==> src/hdl/imuc_pkg.sv <==
// ----------------------------------------------------------------------------
// imuc_pkg
// Shared types, constants and arithmetic helpers for the IMU calibration and
// covariance block.
// ----------------------------------------------------------------------------
package imuc_pkg;

  localparam int AW    = 16;   // axis width, Q5.10
  localparam int NAX   = 3;
  localparam int VW    = 48;   // packed vector width
  localparam int CW    = 64;   // config data width
  localparam int CAW   = 3;    // config index width
  localparam int IDW   = 128;
  localparam int ODW   = 320;
  localparam int DW    = 31;   // variance entry width
  localparam int ACCW  = 66;   // accumulator width
  localparam int MW    = 32;   // multiplier operand width
  localparam int PW    = 64;   // product width
  localparam int CVW   = 16;   // covariance entry width
  localparam int EXW   = 10;   // extrapolation term width

  localparam longint AX_MAX = (longint'(1) <<< (AW - 1)) - 1;
  localparam longint AX_MIN = -AX_MAX - 1;

  localparam logic [CAW-1:0] REG_ROT0   = 3'd0;
  localparam logic [CAW-1:0] REG_ROT1   = 3'd1;
  localparam logic [CAW-1:0] REG_ROT2   = 3'd2;
  localparam logic [CAW-1:0] REG_SCALE  = 3'd3;
  localparam logic [CAW-1:0] REG_VAR    = 3'd4;
  localparam logic [CAW-1:0] REG_AEXT   = 3'd5;
  localparam logic [CAW-1:0] REG_REXT   = 3'd6;
  localparam logic [CAW-1:0] REG_INIT   = 3'd7;

  typedef enum logic [4:0] {
    OP_SCALE = 5'b00001,
    OP_ROT   = 5'b00010,
    OP_DSL   = 5'b00100,
    OP_RR    = 5'b01000,
    OP_COV   = 5'b10000
  } op_t;

  typedef struct packed {
    logic       load;
    logic       issue;
    op_t        op;
    logic       sel;    // 0 acc, 1 rate
    logic [2:0] p;      // output row or matrix pair
    logic [1:0] i;      // term index
    logic       push;
  } cmd_t;

  typedef struct packed {
    logic out_busy;
  } sts_t;

  // rounds half up by 14 bits and clamps to the axis range
  function automatic logic [AW-1:0] axis_round(input logic signed [ACCW-1:0] v);
    logic signed [ACCW-1:0] t;
    t = (v + 66'sd8192) >>> 14;
    if (t > AX_MAX) t = AX_MAX;
    else if (t < AX_MIN) t = AX_MIN;
    return AW'(t);
  endfunction

  // rounds half up by 28 bits, diagonal clamps unsigned, off-diagonal signed
  function automatic logic [CVW-1:0] cov_round(input logic signed [ACCW-1:0] v,
                                               input logic diag);
    logic signed [ACCW-1:0] t;
    t = (v + (66'sd1 <<< 27)) >>> 28;
    if (diag) begin
      if (t > 66'sd65535) t = 66'sd65535;
      else if (t < 66'sd0) t = 66'sd0;
    end else begin
      if (t > 66'sd32767) t = 66'sd32767;
      else if (t < -66'sd32768) t = -66'sd32768;
    end
    return CVW'(t);
  endfunction

  // matrix row pairs: xx yy zz xy xz yz
  function automatic logic [1:0] pair_a(input logic [2:0] p);
    logic [1:0] r;
    case (p)
      3'd1: r = 2'd1;
      3'd2: r = 2'd2;
      3'd5: r = 2'd1;
      default: r = 2'd0;
    endcase
    return r;
  endfunction

  function automatic logic [1:0] pair_b(input logic [2:0] p);
    logic [1:0] r;
    case (p)
      3'd1: r = 2'd1;
      3'd2: r = 2'd2;
      3'd3: r = 2'd1;
      3'd4: r = 2'd2;
      3'd5: r = 2'd2;
      default: r = 2'd0;
    endcase
    return r;
  endfunction

endpackage

==> src/hdl/imuc_ctrl.sv <==
// ----------------------------------------------------------------------------
// imuc_ctrl
// Sequencer: steps the shared multiplier through scale, rotation, variance,
// matrix pair and covariance passes for one frame.
// ----------------------------------------------------------------------------
module imuc_ctrl (
  input  logic           clk,
  input  logic           rst_n,
  input  logic           in_tvalid,
  output logic           in_tready,
  output imuc_pkg::cmd_t cmd,
  input  imuc_pkg::sts_t sts
);
  import imuc_pkg::*;

  typedef enum logic [3:0] {
    ST_IDLE  = 4'b0001,
    ST_RUN   = 4'b0010,
    ST_DRAIN = 4'b0100,
    ST_PUSH  = 4'b1000
  } state_t;

  state_t     state_r, state_nxt;
  op_t        op_r, op_nxt;
  logic       s_r, s_nxt;
  logic [2:0] p_r, p_nxt;
  logic [1:0] i_r, i_nxt;
  logic [2:0] pmax;
  logic       smax;

  always_comb begin
    case (op_r)
      OP_ROT:  pmax = 3'd2;
      OP_RR:   pmax = 3'd5;
      OP_COV:  pmax = 3'd5;
      default: pmax = 3'd0;
    endcase
    smax = (op_r == OP_ROT) || (op_r == OP_DSL) || (op_r == OP_COV);
  end

  always_comb begin
    state_nxt = state_r;
    op_nxt    = op_r;
    s_nxt     = s_r;
    p_nxt     = p_r;
    i_nxt     = i_r;
    cmd       = '0;
    cmd.op    = op_r;
    cmd.sel   = s_r;
    cmd.p     = p_r;
    cmd.i     = i_r;
    in_tready = 1'b0;
    case (state_r)
      ST_IDLE: begin
        in_tready = 1'b1;
        if (in_tvalid) begin
          cmd.load  = 1'b1;
          op_nxt    = OP_SCALE;
          s_nxt     = 1'b0;
          p_nxt     = 3'd0;
          i_nxt     = 2'd0;
          state_nxt = ST_RUN;
        end
      end
      ST_RUN: begin
        cmd.issue = 1'b1;
        if (i_r != 2'd2) begin
          i_nxt = i_r + 2'd1;
        end else begin
          i_nxt = 2'd0;
          if (p_r != pmax) begin
            p_nxt = p_r + 3'd1;
          end else begin
            p_nxt = 3'd0;
            if (s_r != smax) begin
              s_nxt = 1'b1;
            end else begin
              s_nxt = 1'b0;
              case (op_r)
                OP_SCALE: op_nxt = OP_ROT;
                OP_ROT:   op_nxt = OP_DSL;
                OP_DSL:   op_nxt = OP_RR;
                OP_RR:    op_nxt = OP_COV;
                default:  state_nxt = ST_DRAIN;
              endcase
            end
          end
        end
      end
      ST_DRAIN: state_nxt = ST_PUSH;
      ST_PUSH: begin
        if (!sts.out_busy) begin
          cmd.push  = 1'b1;
          state_nxt = ST_IDLE;
        end
      end
      default: state_nxt = ST_IDLE;
    endcase
  end

  always_ff @(posedge clk) begin
    if (!rst_n) begin
      state_r <= ST_IDLE;
      op_r    <= OP_SCALE;
      s_r     <= 1'b0;
      p_r     <= 3'd0;
      i_r     <= 2'd0;
    end else begin
      state_r <= state_nxt;
      op_r    <= op_nxt;
      s_r     <= s_nxt;
      p_r     <= p_nxt;
      i_r     <= i_nxt;
    end
  end

`ifndef SYNTH
  a_load_run: assert property (@(posedge clk) disable iff (!rst_n)
    cmd.load |=> state_r == ST_RUN) else $error("load did not start run");
  a_drain_after_cov: assert property (@(posedge clk) disable iff (!rst_n)
    state_r == ST_DRAIN |-> $past(op_r) == OP_COV) else $error("drain before covariance");
  a_push_free: assert property (@(posedge clk) disable iff (!rst_n)
    cmd.push |-> !sts.out_busy) else $error("push into busy output");
`endif

endmodule

==> config.mk <==
export PLATFORM = sky130hd
export DESIGN_NAME = imuc_ctrl
export DESIGN_NICKNAME = d
export VERILOG_FILES = /design/src/hdl/imuc_pkg.sv /design/src/hdl/imuc_ctrl.sv
export SDC_FILE = /design/constraint.sdc
export NUM_CORES = 1
export LEC_CHECK = 0
export BUFFER_PORTS_ARGS = -buffer_cell sky130_fd_sc_hd__buf_2
export CAP_MARGIN = 10
export CORE_AREA = 2 2 54 56
export CTS_BUF_LIST = sky130_fd_sc_hd__clkbuf_16
export DETAILED_ROUTE_END_ITERATION = 10
export DIE_AREA = 0 0 56 58
export PLACE_DENSITY = 0.68
export REMOVE_ABC_BUFFERS = 1
export SLEW_MARGIN = 0
export SYNTH_ARGS = -nofsm -noshare
export SYNTH_HDL_FRONTEND = slang
export SYNTH_SLANG_ARGS = --single-unit
export TNS_END_PERCENT = 20
==> constraint.sdc <==
create_clock -name clk -period 3 [get_ports clk]
set_input_delay 0 -clock clk [delete_from_list [all_inputs] [get_ports clk]]
set_output_delay 0 -clock clk [all_outputs]
set_load 0.02 [all_outputs]
==> summary.txt, run 1 <==
Power and ir drop
  • LEAKAGE: 0.506 nW
  • Clk pwr share: 0.391
  • Sw frac: 0.312
  • P_sw: 0.000210 W
  • Worst vdd ir: 0.270 mV
  • Final Power: 0.000673 W
  • Sequential share of power: 0.339
  • Int Pwr: 0.000463 W
  • Power per cell area: 579 nW/µm²
  • Comb power frac: 0.270

Synth
  • Primary FF master, synth: dfxtp_1
  • Syn. warnings: 0
  • Ys async rst share: 0
  • Adder-cell share of the synthesized area: 0.0125
  • Top cells by count, synth: 15 x dfxtp_1, 14 x nand2_1, 5 x nor2_1, 5 x nor3_1, 5 x o21ai_0
  • Post-synthesis mux area share: 0.0399
  • Compound-Gate Fraction of Synth Area: 0.209
  • XOR/XNOR share of the synthesized area: 0.0262
  • Synth cell types: 50
  • Largest family of logic cells by synthesized area: simple AND/OR/NAND/NOR gates
  • #FFs+latches synth: 15
  • Post-synthesis area per instance: 8.51 µm²
  • Synth area leaders: dfxtp_1 30%, nand2_1 5.2%, mux2i_1 4.0%
  • Count leader, synth: dfxtp_1
  • Synthesized cell area: 1000 µm²
  • EDFF count, synth: 0
  • Synth Area in Simple Gates: 0.341
  • Sequential-to-total area share from yosys stat: 0.299
  • Synth top area share: 0.299
  • Largest area contributor in the netlist: dfxtp_1
  • Cells after Synth: 118

Final layout
  • Fraction of layout cells with a size suffix above 1: 0.318
  • Non-Filler Instances: 163
  • # fillers: 279
  • Synthesis-to-finish area growth: 15.7%
  • Number of diodes: 0
  • Multi-input logic area: 632 µm²
  • FF+latch area: 300 µm²
  • Final Util: 0.437
  • Nets@finish: 138

Global routing
  • Met2 usage: 0.261
  • GR peak layer: met2
  • Initial antenna violation count: 0
  • GRT Total Usage: 0.144
  • Met3 Use GR: 0.0268
  • Total gr overflow: 0
  • M1 GR Usage: 0.168
  • Vias in the first global route: 888
  • First-pass GRT wire length: 3770 µm
  • Largest net degree at the start of global routing: 20

STA
  • Hold Violations, Final: 0
  • Clk_skew: 1.11 ps
  • Final setup violation count: 0
  • RSZ-0062 raised after global routing: false
  • Period Utilization, post-route: 0.694
  • Tightest Pin Transition: 421 ps
  • FMAX: 0.480 GHz
  • Rel. slew slack: 0.719
  • Setup WS post-layout: 918 ps
  • Setup_tns: 0 ps
  • Final Critical Period: 2080 ps
  • Slew Viols, Final: 0

Drt
  • Via count: 902
  • Final antenna-violating net count: 0
  • TritonRoute pass-1 iters: 4
  • Total wire length: 2220 µm
  • Vias per std cell: 5.53
  • DRT iter0 DRCs: 11
  • DRC violations left: 0
  • DR WL/cell: 13.6 µm

Setup path
  • Cell Chain, Critical Path: xor2_1 -> a22oi_2 -> nor4bb_1 -> nor3_2 -> nor3_4 -> mux2i_1
  • CP Class: reg -> reg
  • CP arrival: 2250 ps
  • Worst path max stage delay: 540 ps
  • R2r setup slk: 920 ps
  • Launching point of the worst reg2reg path: op_r[1]
  • Setup crit start kind: register
  • Worst EP required: 3170 ps
  • Worst-path fanout max: 11
  • FF-to-FF path depth: 6
  • Worst reg2reg path endpoint: op_r[1]
  • Crit end category: register
  • Slowest CP cell: dfxtp_1

Run
  • Maxcap violations: 0

CTS
  • TritonCTS buffer count: 3
  • Clk buf depth: 2
  • Cts hold-fix bufs: 0
  • CTS resizes: 0
  • Root buf cell: clkbuf_16
  • CTS tree: yes
  • Clock-pin slew on the worst setup and hold paths: 50 ps
  • Skew-Pair Late Insertion Delay: 250 ps
  • Sink Count: 15
  • # H-tree levels: 1
  • Post-CTS Setup Bufs: 0

Placed design
  • DP HPWL: 1580 µm
  • PortBufs: 18
  • RePlAce Congestion: 0.818
  • Cells after DPL: 159
  • Pre-CTS setup slack: 948 ps

Floorplanning
  • Die ar.: 3250 µm²
  • Die Height: 58 µm
  • I/O Pins: 19
  • Die X: 56 µm
  • Row count: 19
  • Initial Util: 0.377
  • Core ar.: 2660 µm²

Run status
  • Status: complete, no violations

Worst hold path
  • Class of the worst hold path: in -> reg
  • Hold path depth: 3
  • Hold Path End: op_r[0]
  • Hold Startpoint: in_tvalid
## final cells by class
type,instances,share of cell area
Multi-Input combinational cell,90,0.544
Timing Repair Buffer,18,0.0775
Clock inverter,1,0.00431
Clock buffer,3,0.0646
Sequential cell,15,0.258
Inverter,5,0.0183
Tap cell,31,0.0334
## per-stage QoR
stage	cell area, µm²	hold WS [ps]
CTS	1160	121
floorplan	953	82.6
global placement	1080	270
finish	1160	119
global route	1160	142
detailed placement	1080	273
## worst max-delay path: cells and delay by family (launching register included)
kind | cells | cell delay (ps)
AO/OA/AOI/OAI | 1 | 240
XOR/XNOR | 1 | 200
flip-flops | 1 | 540
multiplexers | 1 | 240
AND/OR/NAND/NOR | 3 | 790
## cells in the final DEF, fill, tap and decap left out, types with 2 or more instances in the layout
cell type  instances
a21boi_1           2
nor4_1             2
a21oi_2            2
nand3_1            3
nor2_1             5
nand4_1            2
nor2_2             2
xor2_1             3
nor4bb_1           2
nand3b_1           3
and3b_1            2
a21o_1             2
a31oi_1            3
dfxtp_1           15
nand2_2            2
nand2_1           14
inv_2              3
mux2i_1            4
nor3_1             5
buf_2             18
nor2b_1            3
o211ai_1           2
o21ai_0            5
clkbuf_16          3
## power groups by stage
stage | logic (W) | clock network [W] | registers [W]
final | 0.000182 | 0.000263 | 0.000228
after global placement | 0.000179 | 0 | 0.000230
after floorplan | 0.000139 | 0 | 0.000233
after detailed placement | 0.000181 | 0 | 0.000232
after global routing | 0.000198 | 0.000278 | 0.000230
after CTS | 0.000183 | 0.000266 | 0.000228
## per-layer routing
| layer | up-vias | part of all wire |
|---|---|---|
| met2 | 16 | 0.49 |
| met5 | - | 0 |
| met1 | 428 | 0.46 |
| li1 | 454 | - |
| met4 | 0 | 0.014 |
| met3 | 4 | 0.036 |
## flip-flops by register name (all words and copies together) (netlist names)
register	cells
i_r	2
op_r	5
p_r	3
s_r	1
state_r	4
## worst max path at each step
stage                  from       to  slack, ps  cells after the start
finish              op_r[1]  op_r[1]        920                      6
global route        op_r[1]  op_r[1]        720                      6
CTS                 op_r[1]  op_r[1]        910                      6
detailed placement  op_r[1]  op_r[1]        950                      6
global placement    op_r[1]  op_r[0]       1040                      6
floorplan           op_r[1]  op_r[1]       1090                      6
## cell families after synthesis
group / after synthesis
muxes: 4
adders and majority gates: 1
DFF: 15
buffers and inverters: 13
xor gates and xnor gates: 3
AOI/OAI and AO/OA: 27
and+or+nand+nor: 55
Power figures use the tool's default switching activity.
==> run 2: changes to the inputs <==
- clock period: 3 -> 2 ns (I/O delays scaled with it)
==> run 2 against run 1 <==
- worst hold slack gained 9.5 ps
- maximum frequency grew 10%
- via count increased by 3.2%
- register-to-register slack got worse by 800 ps
- final cell count is 2.5% higher
- cell area up 3.0%
- clock skew about the same
==> summary.txt, run 2 (synthesis gave the netlist of run 1 again) <==
STA
  • FMAX: 0.530 GHz
  • Final setup violation count: 0
  • Clk_skew: 1.38 ps
  • Rel. slew slack: 0.748
  • WHS: 128 ps
  • Tightest Pin Transition: 374 ps
  • Period Utilization, post-route: 0.943
  • Final Critical Period: 1890 ps
  • Hold Violations, Final: 0
  • Setup WS post-layout: 114 ps
  • Slew Viols, Final: 0

Setup path
  • Setup crit start kind: register
  • Crit end category: register
  • Worst EP required: 2150 ps
  • Worst-path fanout max: 5
  • CP Class: reg -> reg
  • CP arrival: 2040 ps

Run
  • Maxcap violations: 0

Power and ir drop
  • Sw frac: 0.306
  • Clk pwr share: 0.373
  • LEAKAGE: 0.530 nW
  • Comb power frac: 0.299
  • Worst vdd ir: 0.419 mV
  • Sequential share of power: 0.328
  • Power per cell area: 861 nW/µm²
  • P_sw: 0.000315 W
  • Int Pwr: 0.000716 W

Drt
  • Final antenna-violating net count: 0
  • DRT iter0 DRCs: 16
  • Total wire length: 2230 µm
  • DR WL/cell: 13.3 µm
  • Via count: 931
  • TritonRoute pass-1 iters: 4
  • DRC violations left: 0
  • Vias per std cell: 5.57

Final layout
  • Fraction of layout cells with a size suffix above 1: 0.368
  • Commonest non-fill, non-tap cell in the layout: buf_2
  • Nets@finish: 142
  • Multi-input logic area: 632 µm²
  • FF+latch area: 307 µm²
  • Most frequent cells in the layout: 18 x buf_2, 14 x nand2_1, 10 x dfxtp_1
  • Number of diodes: 0
  • Top Registers: op_r x5, state_r x4, p_r x3
  • Largest register FFs: 5
  • Synthesis-to-finish area growth: 19.2%
  • Most flop-heavy register: op_r
  • Non-Filler Instances: 167
  • Final Util: 0.450
  • # fillers: 273

Global routing
  • Largest net degree at the start of global routing: 20
  • Total gr overflow: 0
  • GRT Total Usage: 0.147
  • Vias in the first global route: 877
  • First-pass GRT wire length: 3900 µm
  • Initial antenna violation count: 0

Floorplanning
  • Row count: 19
  • Core ar.: 2660 µm²
  • Initial Util: 0.377
  • Die Height: 58 µm
  • I/O Pins: 19
  • Die ar.: 3250 µm²
  • Die X: 56 µm

CTS
  • Clock-pin slew on the worst setup and hold paths: 50 ps
  • CTS tree: yes
  • Sink Count: 15
  • # H-tree levels: 1
  • Root buf cell: clkbuf_16
  • TritonCTS buffer count: 3
  • Clk buf depth: 2
  • Skew-Pair Late Insertion Delay: 240 ps

Placed design
  • Pre-CTS setup slack: 8.12 ps
  • DP HPWL: 1530 µm
  • PortBufs: 18
  • Cells after DPL: 161
  • RePlAce Congestion: 0.866

Run status
  • Status: complete, no violations

Worst hold path
  • Class of the worst hold path: in -> reg
==> run 2: changes by cell type in the layout (fill, tap and decap cells not counted) <==
cell and change:
dfxtp_2 +5, buf_4 +4, inv_1 +1, clkinv_2 -1, dfxtp_1 -5
==> run 2: area by class of cell <==
cell class                      instances  area share
Clock buffer                            3      0.0627
Clock inverter                          1     0.00313
Inverter                                5      0.0178
Multi-Input combinational cell         90       0.528
Sequential cell                        15       0.256
Tap cell                               31      0.0324
Timing Repair Buffer                   22       0.100
==> run 2: repair_timing <==
item | 4_1_cts | 5_1_grt
setup buffers | 0 | 2
pin swaps | 0 | 1
hold buffers | 0 | 0
endpoints found under the setup margin | 5 | 6
resized for setup | 2 | 3
==> run 2: final timing paths <==
| check | cells after the start | startpoint | slack, ps | to |
|---|---|---|---|---|
| max | 7 | state_r[2] | 110 | op_r[0] |
| max reg2reg | 7 | state_r[2] | 110 | op_r[0] |
| min | 3 | in_tvalid | 130 | state_r[1] |
| min reg2reg | 2 | p_r[1] | 510 | p_r[1] |
==> run 2: metal layers <==
layer	vias up	part of all wire	GRT usage
met4	0	0.011	0.0612
met3	4	0.036	0.0223
met5	-	0	0
li1	469	-	-
met1	435	0.48	0.189
met2	23	0.48	0.249
==> run 2: worst max-delay path: stages (launching register included) <==
cell      delay (ps)
dfxtp_1          330
or4b_4           560
nor2_2           160
nor4bb_1          80
nor3_2           270
nor3_4            60
buf_4            150
o211ai_1         180
==> run 2: stage by stage <==
step	power [W]	area [µm²]	setup TNS, ps
2_1_floorplan	0.000558	953	0
3_3_place_gp	0.000620	1100	0
3_5_place_dp	0.000625	1100	0
4_1_cts	0.00101	1180	0
5_1_grt	0.00109	1200	-2.04
6_report	0.00103	1200	0
==> run 2: power by group through the flow <==
stage / combinational, W / sequential, W / clock (W)
after floorplan: 0.000208 / 0.000350 / 0
after global placement: 0.000279 / 0.000340 / 0
after detailed placement: 0.000283 / 0.000342 / 0
after CTS: 0.000285 / 0.000337 / 0.000386
after global routing: 0.000341 / 0.000341 / 0.000405
final: 0.000308 / 0.000338 / 0.000385
==> run 3: changes to the inputs <==
- ABC_AREA: not set -> 1
- BUFFER_PORTS_ARGS: -buffer_cell sky130_fd_sc_hd__buf_2 -> not set
- CORE_AREA: 2 2 54 56 -> 4 4 53 55
- DIE_AREA: 0 0 56 58 -> 0 0 57 59
- DONT_BUFFER_PORTS: not set -> 1
- PLACE_DENSITY: 0.68 -> 0.63
==> run 3 against run 2 <==
- die area grew 3.5%
- setup slack gained 130 ps
- wire length fell by 7.9%
- register-to-register slack gained 130 ps
- sequential power grew 33%
- critical path depth rose by 4
- worst hold slack got worse by 59 ps
- clock power up 3%
- core utilization up 0.52 points
- critical path type unchanged
- highest routed layer unchanged
==> summary.txt, run 3 <==
CTS
  • CTS tree: yes
  • Clock-pin slew on the worst setup and hold paths: 50 ps
  • Clk buf depth: 2
  • Post-CTS Setup Bufs: 0
  • Skew-Pair Late Insertion Delay: 250 ps
  • Root buf cell: clkbuf_16
  • TritonCTS buffer count: 3
  • Sink Count: 15
  • # H-tree levels: 1

Power and ir drop
  • P_sw: 0.000480 W
  • Worst vdd ir: 0.489 mV
  • Clk pwr share: 0.317
  • LEAKAGE: 0.525 nW
  • Int Pwr: 0.000767 W
  • Final Power: 0.00125 W
  • Power per cell area: 1150 nW/µm²
  • Sw frac: 0.385
  • Sequential share of power: 0.361
  • Comb power frac: 0.322

Synth
  • Synth Area in Simple Gates: 0.490
  • Syn. warnings: 0
  • #FFs+latches synth: 15
  • Top cells by count, synth: 32 x nand2_1, 23 x nor2_1, 15 x dfxtp_1
  • Synth cell types: 27
  • Largest area contributor in the netlist: dfxtp_1
  • XOR/XNOR share of the synthesized area: 0.00958
  • Ys async rst share: 0
  • Compound-Gate Fraction of Synth Area: 0.0575
  • Synth area leaders: dfxtp_1 33%, nand2_1 13%, nor2_1 9.4%
  • Primary FF master, synth: dfxtp_1
  • Post-synthesis area per instance: 6.58 µm²
  • Post-synthesis mux area share: 0
  • Sequential-to-total area share from yosys stat: 0.328
  • Count leader, synth: nand2_1
  • EDFF count, synth: 0
  • Largest family of logic cells by synthesized area: simple AND/OR/NAND/NOR gates
  • Synth top area share: 0.328
  • Synthesized cell area: 915 µm²
  • Adder-cell share of the synthesized area: 0.0137
  • Cells after Synth: 139

Placed design
  • RePlAce Congestion: 0.829
  • PortBufs: 0
  • DP HPWL: 1590 µm

Drt
  • Via count: 887
  • TritonRoute pass-1 iters: 4
  • Final antenna-violating net count: 0
  • DRT iter0 DRCs: 32
  • Total wire length: 2050 µm
  • DR WL/cell: 11.5 µm
  • DRC violations left: 0
  • Vias per std cell: 4.98

Floorplanning
  • Row count: 18
  • Die Height: 59 µm
  • Initial Util: 0.383
  • Die X: 57 µm
  • Core ar.: 2390 µm²
  • Die ar.: 3360 µm²
  • I/O Pins: 19

Setup path
  • CP arrival: 1900 ps
  • Worst EP required: 2140 ps
  • Setup crit start kind: register
  • Worst-path fanout max: 8
  • Crit end category: register
  • CP Class: reg -> reg

STA
  • RSZ-0062 raised after global routing: false
  • Setup_tns: 0 ps
  • FMAX: 0.569 GHz
  • Tightest Pin Transition: 425 ps
  • Slew Viols, Final: 0
  • Rel. slew slack: 0.715
  • Final Critical Period: 1760 ps
  • Period Utilization, post-route: 0.879
  • Final setup violation count: 0
  • Clk_skew: 3.04 ps
  • Hold Violations, Final: 0

Final layout
  • Most frequent cells in the layout: 32 x nand2_1, 23 x nor2_1, 14 x inv_1, 14 x nand3_1, 13 x dfxtp_1
  • Number of diodes: 0
  • Synthesis-to-finish area growth: 18.7%
  • Most flop-heavy register: op_r
  • # fillers: 263
  • Top Registers: op_r x5, state_r x4, p_r x3
  • Nets@finish: 154
  • Fraction of layout cells with a size suffix above 1: 0.182
  • Largest register FFs: 5
  • Commonest non-fill, non-tap cell in the layout: nand2_1

Global routing
  • GRT Total Usage: 0.137
  • Total gr overflow: 0
  • First-pass GRT wire length: 3570 µm
  • Largest net degree at the start of global routing: 12
  • Vias in the first global route: 836
  • Initial antenna violation count: 0

Run
  • Maxcap violations: 0

Run status
  • Status: complete, no violations

Worst hold path
  • Class of the worst hold path: in -> reg
## run 3: changes by cell type after synthesis, sizes merged, moves of 4 or more
cell   change
nor3       -4
buf        -4
nand3     +12
mux2i      -4
inv       +14
nand2     +19
nor2      +19
nand4      +6
## run 3: stage by stage
step	instances	hold WS [ps]	worst slack (ps)	util	area [µm²]
2_1_floorplan	136	82.4	423	-	896
3_3_place_gp	172	87.5	266	0.410	978
3_5_place_dp	172	89.5	237	0.410	978
4_1_cts	178	69.0	219	0.452	1080
5_1_grt	178	116	13.7	0.455	1090
6_report	178	69.5	242	0.455	1090
## run 3: final timing paths
path / startpoint / endpoint / slack (ps) / cells after the start
worst min register to register: state_r[1] / state_r[1] / 520 / 2
worst min-delay path: in_tvalid / state_r[0] / 70 / 4
worst max register to register: op_r[0] / op_r[3] / 240 / 11
worst max-delay path: op_r[0] / op_r[3] / 240 / 11
## run 3: area by class of cell
| cell class | count | area (µm²) | area share |
|---|---|---|---|
| Clock buffer | 3 | 75.1 | 0.0691 |
| Clock inverter | 1 | 5.00 | 0.00461 |
| Inverter | 19 | 73.8 | 0.0680 |
| Multi-Input combinational cell | 102 | 527 | 0.485 |
| Sequential cell | 15 | 303 | 0.279 |
| Tap cell | 30 | 37.5 | 0.0346 |
| Timing Repair Buffer | 8 | 65.1 | 0.0599 |
## run 3: cells by family after synthesis
group                      after synthesis
DFF                                     15
buffers and inverters                   22
and+or+nand+nor                         90
adders and majority gates                1
xor gates and xnor gates                 1
AOI/OAI and AO/OA                       10
## run 3: power groups by stage
stage	Combinational, W	Sequential [W]	Clock [W]
after floorplan	0.000307	0.000447	0
after global placement	0.000388	0.000447	0
after detailed placement	0.000393	0.000450	0
after CTS	0.000401	0.000444	0.000401
after global routing	0.000459	0.000460	0.000409
final	0.000402	0.000450	0.000395
## run 3: layer usage
metal | share of wire | GRT usage | up-vias | routed length (µm)
met5 | 0 | 0 | - | 0
met4 | 0.017 | 0.0497 | 0 | 34
met3 | 0.066 | 0.0588 | 5 | 135
met2 | 0.47 | 0.225 | 16 | 961
met1 | 0.45 | 0.160 | 399 | 921
li1 | - | - | 467 | -
## run 3: timing repair
| action | CTS | global route |
|---|---|---|
| gates resized for setup | 0 | 3 |
| hold endpoints to repair | 15 | 0 |
| hold buffers | 2 | 0 |
| setup endpoints to repair | 0 | 4 |
## run 3: critical path, stage by stage, from the launching register on
cell	delay, ps
dfxtp_1	530
nor2_1	130
nand3_1	190
nand2_1	70
nand2_1	60
nand3_1	70
nand2_1	110
nand2_1	110
nor2_4	180
nand2_1	70
nand2_1	70
nor2_1	50
